<file path="src/rtl/core/msc_pkg.sv">
`default_nettype none

package msc_pkg;

  localparam int SAMPLE_W         = 12;
  localparam int WINDOW_DEPTH_DEF = 96;
  localparam int CFG_IDX_W        = 1;

  localparam logic signed [SAMPLE_W-1:0] WINTER_BELOW_RST = 12'sd192;
  localparam logic signed [SAMPLE_W-1:0] SUMMER_ABOVE_RST = 12'sd288;

  localparam logic [CFG_IDX_W-1:0] REG_WINTER_BELOW = 1'd0;
  localparam logic [CFG_IDX_W-1:0] REG_SUMMER_ABOVE = 1'd1;

  localparam logic FUNC_PUSH = 1'b0;
  localparam logic FUNC_EVAL = 1'b1;

  typedef enum logic [1:0] {
    SEASON_WINTER = 2'd0,
    SEASON_SUMMER = 2'd1,
    SEASON_INTER  = 2'd2
  } season_t;

  typedef struct packed {
    logic                       func;
    logic signed [SAMPLE_W-1:0] sample;
  } in_item_t;

  typedef struct packed {
    logic signed [SAMPLE_W-1:0] average;
    logic                       avg_valid;
    logic [1:0]                 season;
    logic                       changed;
  } out_item_t;

  // controller to datapath
  typedef struct packed {
    logic load;       // latch input item, read oldest window entry
    logic upd;        // write sample, adjust sum and pointer
    logic div_start;  // start divider, register threshold products
    logic finish;     // load result register, commit season
  } dp_cmd_t;

  // datapath to controller
  typedef struct packed {
    logic in_func;
    logic cnt_zero;
    logic div_done;
  } dp_status_t;

endpackage

`default_nettype wire

</file>
<file path="src/rtl/core/msc_ram.sv">
`default_nettype none

module msc_ram #(
  parameter int WIDTH = 12,
  parameter int DEPTH = 96,
  parameter int AW    = $clog2(DEPTH)
) (
  input  wire logic             clk,
  input  wire logic             we,
  input  wire logic [AW-1:0]    waddr,
  input  wire logic [WIDTH-1:0] wdata,
  input  wire logic             re,
  input  wire logic [AW-1:0]    raddr,
  output logic      [WIDTH-1:0] rdata
);

  logic [WIDTH-1:0] mem [DEPTH];

  always_ff @(posedge clk) begin
    if (we) begin
      mem[waddr] <= wdata;
    end
    if (re) begin
      rdata <= mem[raddr];
    end
  end

endmodule

`default_nettype wire

</file>
<file path="src/rtl/core/msc_div.sv">
`default_nettype none

// restoring divider, one quotient bit per cycle
module msc_div #(
  parameter int DW = 19,
  parameter int VW = 7
) (
  input  wire logic          clk,
  input  wire logic          rst,
  input  wire logic          start,
  input  wire logic [DW-1:0] dividend,
  input  wire logic [VW-1:0] divisor,
  output logic      [DW-1:0] quotient,
  output logic               done
);

  localparam int CW = (DW > 1) ? $clog2(DW) : 1;

  logic          busy;
  logic [CW-1:0] cnt;
  logic [VW-1:0] rem;
  logic [VW-1:0] dvs;
  logic [DW-1:0] q;
  logic [VW:0]   trial;
  logic [VW:0]   diff;
  logic          ge;
  logic          last;

  assign trial    = {rem, q[DW-1]};
  assign ge       = trial >= {1'b0, dvs};
  assign diff     = trial - {1'b0, dvs};
  assign last     = cnt == CW'(DW - 1);
  assign quotient = q;

  always_ff @(posedge clk) begin
    if (rst) begin
      busy <= 1'b0;
      done <= 1'b0;
      cnt  <= '0;
    end else begin
      done <= busy && last;
      if (start) begin
        busy <= 1'b1;
        cnt  <= '0;
      end else if (busy) begin
        cnt <= cnt + 1'b1;
        if (last) begin
          busy <= 1'b0;
        end
      end
    end
  end

  always_ff @(posedge clk) begin
    if (start) begin
      q   <= dividend;
      rem <= '0;
      dvs <= divisor;
    end else if (busy) begin
      rem <= ge ? diff[VW-1:0] : trial[VW-1:0];
      q   <= {q[DW-2:0], ge};
    end
  end

endmodule

`default_nettype wire

</file>
<file path="src/rtl/core/msc_datapath.sv">
`default_nettype none

module msc_datapath import msc_pkg::*; #(
  parameter int WINDOW_DEPTH = WINDOW_DEPTH_DEF
) (
  input  wire logic                 clk,
  input  wire logic                 rst,
  input  wire in_item_t             in_data,
  input  wire logic                 cfg_we,
  input  wire logic [CFG_IDX_W-1:0] cfg_index,
  input  wire logic [SAMPLE_W-1:0]  cfg_data,
  input  wire dp_cmd_t              cmd,
  output dp_status_t                status,
  output out_item_t                 out_data
);

  localparam int PTR_W  = $clog2(WINDOW_DEPTH);
  localparam int CNT_W  = $clog2(WINDOW_DEPTH + 1);
  localparam int SUM_W  = SAMPLE_W + PTR_W;
  localparam int PROD_W = SAMPLE_W + CNT_W + 1;

  logic                       func_r;
  logic signed [SAMPLE_W-1:0] sample_r;
  logic signed [SUM_W-1:0]    sum;
  logic [PTR_W-1:0]           ptr;
  logic                       full;
  season_t                    season;
  logic signed [SAMPLE_W-1:0] winter;
  logic signed [SAMPLE_W-1:0] summer;
  logic signed [PROD_W-1:0]   lo_r;
  logic signed [PROD_W-1:0]   hi_r;

  logic [SAMPLE_W-1:0]        rdata;
  logic signed [SUM_W-1:0]    old_ext;
  logic [CNT_W-1:0]           count;
  logic signed [CNT_W:0]      count_s;
  logic                       cnt_zero;
  logic [SUM_W-1:0]           sum_mag;
  logic [SUM_W-1:0]           quo;
  logic                       div_done;
  logic [SAMPLE_W-1:0]        avg;
  logic signed [PROD_W-1:0]   sum_x;
  season_t                    season_next;
  logic                       changed;

  msc_ram #(
    .WIDTH (SAMPLE_W),
    .DEPTH (WINDOW_DEPTH)
  ) u_ram (
    .clk   (clk),
    .we    (cmd.upd),
    .waddr (ptr),
    .wdata (sample_r),
    .re    (cmd.load),
    .raddr (ptr),
    .rdata (rdata)
  );

  assign sum_mag = sum[SUM_W-1] ? SUM_W'(-sum) : SUM_W'(sum);

  msc_div #(
    .DW (SUM_W),
    .VW (CNT_W)
  ) u_div (
    .clk      (clk),
    .rst      (rst),
    .start    (cmd.div_start),
    .dividend (sum_mag),
    .divisor  (count),
    .quotient (quo),
    .done     (div_done)
  );

  assign count    = full ? CNT_W'(WINDOW_DEPTH) : CNT_W'(ptr);
  assign count_s  = {1'b0, count};
  assign cnt_zero = count == '0;
  assign old_ext  = full ? SUM_W'($signed(rdata)) : '0;
  // quotient magnitude is at most 2048, so the low bits carry the result
  assign avg      = sum[SUM_W-1] ? -quo[SAMPLE_W-1:0] : quo[SAMPLE_W-1:0];
  assign sum_x    = PROD_W'(sum);

  // winter test first, so crossed thresholds favor winter
  always_comb begin
    if (sum_x < lo_r) begin
      season_next = SEASON_WINTER;
    end else if (sum_x > hi_r) begin
      season_next = SEASON_SUMMER;
    end else begin
      season_next = SEASON_INTER;
    end
  end

  assign changed = (func_r == FUNC_EVAL) && !cnt_zero && (season_next != season);

  assign status.in_func  = in_data.func;
  assign status.cnt_zero = cnt_zero;
  assign status.div_done = div_done;

  always_ff @(posedge clk) begin
    if (rst) begin
      sum    <= '0;
      ptr    <= '0;
      full   <= 1'b0;
      season <= SEASON_INTER;
      winter <= WINTER_BELOW_RST;
      summer <= SUMMER_ABOVE_RST;
    end else begin
      if (cfg_we) begin
        case (cfg_index)
          REG_WINTER_BELOW: winter <= cfg_data;
          REG_SUMMER_ABOVE: summer <= cfg_data;
          default: ;
        endcase
      end
      if (cmd.upd) begin
        sum <= sum - old_ext + SUM_W'(sample_r);
        if (ptr == PTR_W'(WINDOW_DEPTH - 1)) begin
          ptr  <= '0;
          full <= 1'b1;
        end else begin
          ptr <= ptr + 1'b1;
        end
      end
      if (cmd.finish && changed) begin
        season <= season_next;
      end
    end
  end

  always_ff @(posedge clk) begin
    if (cmd.load) begin
      func_r   <= in_data.func;
      sample_r <= in_data.sample;
    end
    if (cmd.div_start) begin
      lo_r <= winter * count_s;
      hi_r <= summer * count_s;
    end
    if (cmd.finish) begin
      out_data.average   <= cnt_zero ? '0 : avg;
      out_data.avg_valid <= !cnt_zero;
      out_data.season    <= changed ? season_next : season;
      out_data.changed   <= changed;
    end
  end

endmodule

`default_nettype wire

</file>
<file path="src/rtl/core/msc_ctrl.sv">
`default_nettype none

module msc_ctrl import msc_pkg::*; (
  input  wire logic       clk,
  input  wire logic       rst,
  input  wire logic       in_valid,
  output logic            in_ready,
  output logic            out_valid,
  input  wire logic       out_ready,
  input  wire dp_status_t status,
  output dp_cmd_t         cmd
);

  typedef enum logic [2:0] {
    ST_IDLE,
    ST_UPD,
    ST_START,
    ST_DIV,
    ST_FINISH
  } state_t;

  state_t state;
  logic   take;
  logic   slot_free;

  assign in_ready  = state == ST_IDLE;
  assign take      = in_valid && in_ready;
  assign slot_free = !out_valid || out_ready;

  always_comb begin
    cmd           = '0;
    cmd.load      = take;
    cmd.upd       = state == ST_UPD;
    cmd.div_start = (state == ST_START) && !status.cnt_zero;
    cmd.finish    = (state == ST_FINISH) && slot_free;
  end

  always_ff @(posedge clk) begin
    if (rst) begin
      state     <= ST_IDLE;
      out_valid <= 1'b0;
    end else begin
      if (cmd.finish) begin
        out_valid <= 1'b1;
      end else if (out_ready) begin
        out_valid <= 1'b0;
      end
      case (state)
        ST_IDLE: begin
          if (take) begin
            state <= (status.in_func == FUNC_PUSH) ? ST_UPD : ST_START;
          end
        end
        ST_UPD: begin
          state <= ST_START;
        end
        ST_START: begin
          state <= status.cnt_zero ? ST_FINISH : ST_DIV;
        end
        ST_DIV: begin
          if (status.div_done) begin
            state <= ST_FINISH;
          end
        end
        ST_FINISH: begin
          if (slot_free) begin
            state <= ST_IDLE;
          end
        end
        default: begin
          state <= ST_IDLE;
        end
      endcase
    end
  end

`ifndef SYNTHESIS
  a_take_leaves_idle: assert property (@(posedge clk) disable iff (rst)
    take |=> state != ST_IDLE)
    else $error("controller stayed idle after an input transfer");

  a_done_in_div: assert property (@(posedge clk) disable iff (rst)
    status.div_done |-> state == ST_DIV)
    else $error("divider finished outside the divide state");

  a_finish_slot: assert property (@(posedge clk) disable iff (rst)
    cmd.finish |=> out_valid)
    else $error("result not presented after finish");

  a_one_cmd: assert property (@(posedge clk) disable iff (rst)
    $onehot0({cmd.load, cmd.upd, cmd.div_start, cmd.finish}))
    else $error("more than one datapath command at once");
`endif

endmodule

`default_nettype wire

</file>
<file path="src/rtl/core/moving_average_season_classifier_unit.sv">
`default_nettype none

// channel  | handshake              | payload
// in       | in_valid / in_ready    | in_data (func, sample)
// out      | out_valid / out_ready  | out_data (average, avg_valid, season, changed)
// cfg      | cfg_we                 | cfg_index, cfg_data
//
// evaluate item: start, divide and finish states; the divide state waits on the bit-serial divider
// push item: an extra update state writes the ring and adjusts the sum after the window read
// evaluate on an empty window skips the divider
// synchronous reset clears sum, pointer and fill flag, sets season to inter and thresholds to defaults; no ram clear
// a waiting result holds the block in its final state until out_ready

module moving_average_season_classifier_unit import msc_pkg::*; #(
  parameter int WINDOW_DEPTH = WINDOW_DEPTH_DEF
) (
  input  wire logic                 clk,
  input  wire logic                 rst,
  input  wire logic                 in_valid,
  output logic                      in_ready,
  input  wire in_item_t             in_data,
  output logic                      out_valid,
  input  wire logic                 out_ready,
  output out_item_t                 out_data,
  input  wire logic                 cfg_we,
  input  wire logic [CFG_IDX_W-1:0] cfg_index,
  input  wire logic [SAMPLE_W-1:0]  cfg_data
);

  dp_cmd_t    cmd;
  dp_status_t status;

  msc_ctrl u_ctrl (
    .clk       (clk),
    .rst       (rst),
    .in_valid  (in_valid),
    .in_ready  (in_ready),
    .out_valid (out_valid),
    .out_ready (out_ready),
    .status    (status),
    .cmd       (cmd)
  );

  msc_datapath #(
    .WINDOW_DEPTH (WINDOW_DEPTH)
  ) u_dp (
    .clk       (clk),
    .rst       (rst),
    .in_data   (in_data),
    .cfg_we    (cfg_we),
    .cfg_index (cfg_index),
    .cfg_data  (cfg_data),
    .cmd       (cmd),
    .status    (status),
    .out_data  (out_data)
  );

endmodule

`default_nettype wire

</file>
<file path="config.mk">
export PLATFORM = sky130hd
export DESIGN_NAME = moving_average_season_classifier_unit
export DESIGN_NICKNAME = d
export VERILOG_FILES = /design/src/rtl/core/msc_pkg.sv /design/src/rtl/core/msc_ram.sv /design/src/rtl/core/msc_div.sv /design/src/rtl/core/msc_datapath.sv /design/src/rtl/core/msc_ctrl.sv /design/src/rtl/core/moving_average_season_classifier_unit.sv
export SDC_FILE = /design/constraint.sdc
export NUM_CORES = 2
export LEC_CHECK = 0
export ABC_AREA = 1
export BUFFER_PORTS_ARGS = -buffer_cell sky130_fd_sc_hd__buf_2
export CAP_MARGIN = 10
export CORE_AREA = 2 2 345 416
export DETAILED_ROUTE_END_ITERATION = 8
export DIE_AREA = 0 0 347 418
export GPL_TIMING_DRIVEN = 0
export PLACE_DENSITY_LB_ADDON = 0.3
export SLEW_MARGIN = 0
export SYNTH_ARGS = -nofsm -noshare
export SYNTH_HDL_FRONTEND = slang
export SYNTH_SLANG_ARGS = --single-unit
</file>
<file path="constraint.sdc">
create_clock -name clk -period 6 [get_ports clk]
set_input_delay 0.9 -clock clk [delete_from_list [all_inputs] [get_ports clk]]
set_output_delay 0.9 -clock clk [all_outputs]
set_load 0.005 [all_outputs]
</file>
==> flow_metrics.env <==
export IMPL_cts_sinks=1330
export IMPL_fin_ws_ns=0.280
export IMPL_comb_power_share_pct=12.8
export IMPL_p_total_mw=21.8
export IMPL_placed_area_mm2=0.0636
export IMPL_drc=0
export IMPL_vdd_drop_max_v=0.000309
export IMPL_yosysSeqAreaShare_pct=66.6
export IMPL_yosys_area_top_type_share_pct=64.1
export IMPL_grt_pass1_wl_um=294000
export IMPL_report_final_slew_viol_count=33
export IMPL_core_area_mm2=0.141
export IMPL_violations="max-capacitance violations, max-slew violations"
export IMPL_drive_gt1_share_pct=10.7
export IMPL_timing_hold_ws_ns=0.296
export IMPL_cp_max_fo=10
export IMPL_swShare_pct=26.9
export IMPL_first_global_vias=39267
export IMPL_crit_slowest_cell="clkbuf_1"
export IMPL_skew_ns=0.0476
export IMPL_synth_distinct_cells=54
export IMPL_switchingPower_mw=5.86
export IMPL_holdPathEnd="u_dp.sample_r[5]"
export IMPL_criticalPathCategory="reg -> reg"
export IMPL_outcome="finished with violations"
export IMPL_critPathRequiredTime_ns=6.53
export IMPL_crit_chain="buf_2, nor2_2, clkbuf_1, nor2_1, ha_1, inv_1, fa_1, inv_1, fa_1, inv_1, fa_1, inv_1, ha_1, nand2_1, inv_1, a21oi_1, nand3b_1, nand2_1, a21o_1, a21oi_1, xor2_1"
export IMPL_via_per_inst=5.92
export IMPL_yosys_top_cells_area="edfxtp_1 (64%), nand2_1 (6.0%), fa_1 (5.1%)"
export IMPL_dp_cells=6687
export IMPL_wl_um=213000
export IMPL_root_buffer="clkbuf_16"
export IMPL_grt_overflow_total=0
export IMPL_critPathCaptureType="flip-flop"
export IMPL_synthArstFlopShare_pct=0
export IMPL_rsz0062_at_grt="false"
export IMPL_yosys_area_top_type="edfxtp_1"
export IMPL_maxCapViolations=3
export IMPL_io_pins=49
export IMPL_instances_no_fill=6969
export IMPL_post_cts_buffers=0
export IMPL_cts_tree="yes"
export IMPL_reg2reg_to="u_dp.hi_r[19]"
export IMPL_post_route_min_period_ns=5.72
export IMPL_first_pass_iters=6
export IMPL_finalInstanceArea_mm2=0.0682
export IMPL_initial_core_util_pct=41.9
export IMPL_crit_top_cell="inv_1"
export IMPL_path_clk_slew_ns=0.06
export IMPL_r2r_start="u_dp.full"
export IMPL_hold_path_depth=1
export IMPL_fmax_mhz=175
export IMPL_cts_buffer_depth=3
export IMPL_synth_edf_count=1259
export IMPL_cts_htree_levels=4
export IMPL_synth_warnings=0
export IMPL_grt_max_degree=57
export IMPL_syn_nets=5023
export IMPL_p_leak_nw=25.6
export IMPL_finalCritPeriodShare_pct=95.3
export IMPL_pre_cts_ws_ns=-0.294
export IMPL_setup_violations=0
export IMPL_gr_usage_all_layers_pct=29.1
export IMPL_intPower_mw=15.9
export IMPL_synth_flop_cell="edfxtp_1"
export IMPL_crit_family="adder cells"
export IMPL_synthCells=4689
export IMPL_hpwl_um=146000
export IMPL_slew_headroom_pct=-5.23
export IMPL_postSynthAreaPerCell_um2=12.6
export IMPL_pwr_share_seq_pct=48.5
export IMPL_ys_ff_latch=1330
export IMPL_final_cell_mix="edfxtp_1 (1,259), nand2_1 (945), inv_1 (513)"
export IMPL_setup_tns_ns=0
export IMPL_numPortBuffers=48
export IMPL_clock_latency_ns=0.79
export IMPL_slowest_delay_ns=0.59
export IMPL_via_count=41270
export IMPL_gp_congestion=1.03
export IMPL_power_frac_clock_pct=38.8
export IMPL_fin_util_pct=48.5
export IMPL_rows=151
export IMPL_startpoint_type="flip-flop"
export IMPL_die_y_um=418
export IMPL_first_iter_violations=6265
export IMPL_syn_area_mm2=0.0589
export IMPL_critPathBufInv=7
export IMPL_hold_path_class="in -> reg"
export IMPL_hold_viol=0
export IMPL_wire_per_inst_um=30.6
export IMPL_arrival_ns=6.25
export IMPL_layout_commonest_cell="edfxtp_1"
export IMPL_reg2reg_slack_ns=0.28
export IMPL_min_from="in_data[5]"
export IMPL_reg2regPathDepth=21
export IMPL_area_growth_pct=15.7
export IMPL_die_w_um=347
export IMPL_tritoncts_num_buffers=141
export IMPL_antenna_found_initial=12
export IMPL_detail_route_antenna_nets=0
export IMPL_tightest_slew_ns=1.58
export IMPL_nNetsFinal=5349
export IMPL_die_area_mm2=0.145
export IMPL_cellPowerDensity_mw_per_mm2=320
[layer usage]
| metal | global-route usage [%] | vias to the layer above | share of wire, % |
|---|---|---|---|
| met5 | 0 | - | 0.023 |
| met4 | 19.0 | 8 | 7.3 |
| met3 | 8.38 | 652 | 12 |
| met2 | 46.5 | 2999 | 46 |
| met1 | 34.4 | 20354 | 34 |
| li1 | - | 17257 | - |
[Yosys cell counts, types with 7 or more instances]
master	count
fa_1	151
buf_2	89
a221oi_1	95
o21ai_1	20
a21oi_1	173
o2111ai_1	9
and3_1	8
buf_1	12
nor2_1	317
inv_2	9
nor3_1	33
xnor2_1	23
edfxtp_1	1259
nand3_1	76
buf_6	7
a22oi_1	83
nand2_1	945
o21ai_0	155
a22o_1	114
a31oi_1	7
a21o_1	7
nor2_2	8
o211ai_1	11
nand4_1	139
dfxtp_1	71
o22ai_1	7
ha_1	152
inv_1	513
xor2_1	57
buf_4	10
clkbuf_1	64
o31ai_1	15
[worst max path at each step]
stage,from,endpoint,slack [ns],cells after the start
finish,u_dp.full,u_dp.hi_r[19],0.28,21
global placement,u_dp.full,u_dp.hi_r[19],-0.35,18
global route,u_dp.full,u_dp.lo_r[16],0.05,19
CTS,u_dp.full,u_dp.hi_r[19],0.05,20
floorplan,u_dp.full,u_dp.lo_r[16],1.00,19
detailed placement,u_dp.full,u_dp.hi_r[19],-0.29,18
[flip-flops by register name, indices dropped and copies added (netlist names), 2 cells and up]
name and cells:
u_dp.u_ram.rdata 12, u_dp.u_div.cnt 5, u_dp.sample_r 12, u_dp.u_div.dvs 7, u_dp.lo_r 20, u_ctrl.state 3, u_dp.season 2, u_dp.u_ram.mem 1152
u_dp.ptr 7, u_dp.u_div.rem 7, u_dp.winter 12, u_dp.hi_r 20, u_dp.u_div.quotient 19, u_dp.summer 12, u_dp.sum 19, u_dp.out_data 16
[cell type report]
| type | count | area (um2) |
|---|---|---|
| Antenna cell | 9 | 22.5 |
| Buffer | 182 | 901 |
| Clock buffer | 175 | 3690 |
| Clock inverter | 77 | 706 |
| Fill cell | 12275 | 72500 |
| Inverter | 528 | 1990 |
| Multi-Input combinational cell | 2649 | 16900 |
| Sequential cell | 1330 | 39200 |
| Tap cell | 1836 | 2300 |
| Timing Repair Buffer | 183 | 2470 |
[worst register-to-register path, delay by kind of cell (launching register included)]
family | cells | cell delay (ns)
AO/OA/AOI/OAI | 3 | 0.62
XOR/XNOR | 1 | 0.39
adder cells (fa/ha/maj) | 5 | 2.05
buffers and inverters | 7 | 1.06
flip-flops | 1 | 0.34
AND/OR/NAND/NOR | 5 | 1.02
[power by group through the flow]
stage | Sequential, mW | Combinational, mW | Clock, mW
after floorplan | 10.8 | 1.32 | 0
after detailed placement | 10.8 | 2.67 | 0
after global routing | 10.6 | 2.95 | 8.79
after CTS | 10.6 | 2.69 | 8.43
final | 10.6 | 2.78 | 8.45
after global placement | 11.1 | 2.16 | 0
[logic make-up (layout without fill, tap and decap cells)]
group	Yosys count	in the layout	share of synthesized area, %
buffers and inverters	710	1145	4.87
AND/OR/NAND/NOR	1552	1552	11.0
flip-flops	1330	1330	66.6
XOR/XNOR	80	80	1.19
adder cells (fa/ha/maj)	303	303	8.35
other	0	9	0
AO/OA/AOI/OAI	714	714	8.08
[timing repair]
action | in CTS | in global routing
hold buffers | 0 | 0
gates cloned | 0 | 0
gates resized for setup | 9 | 13
endpoints found under the setup margin | 5 | 7
(Power assumes the default switching activity.)
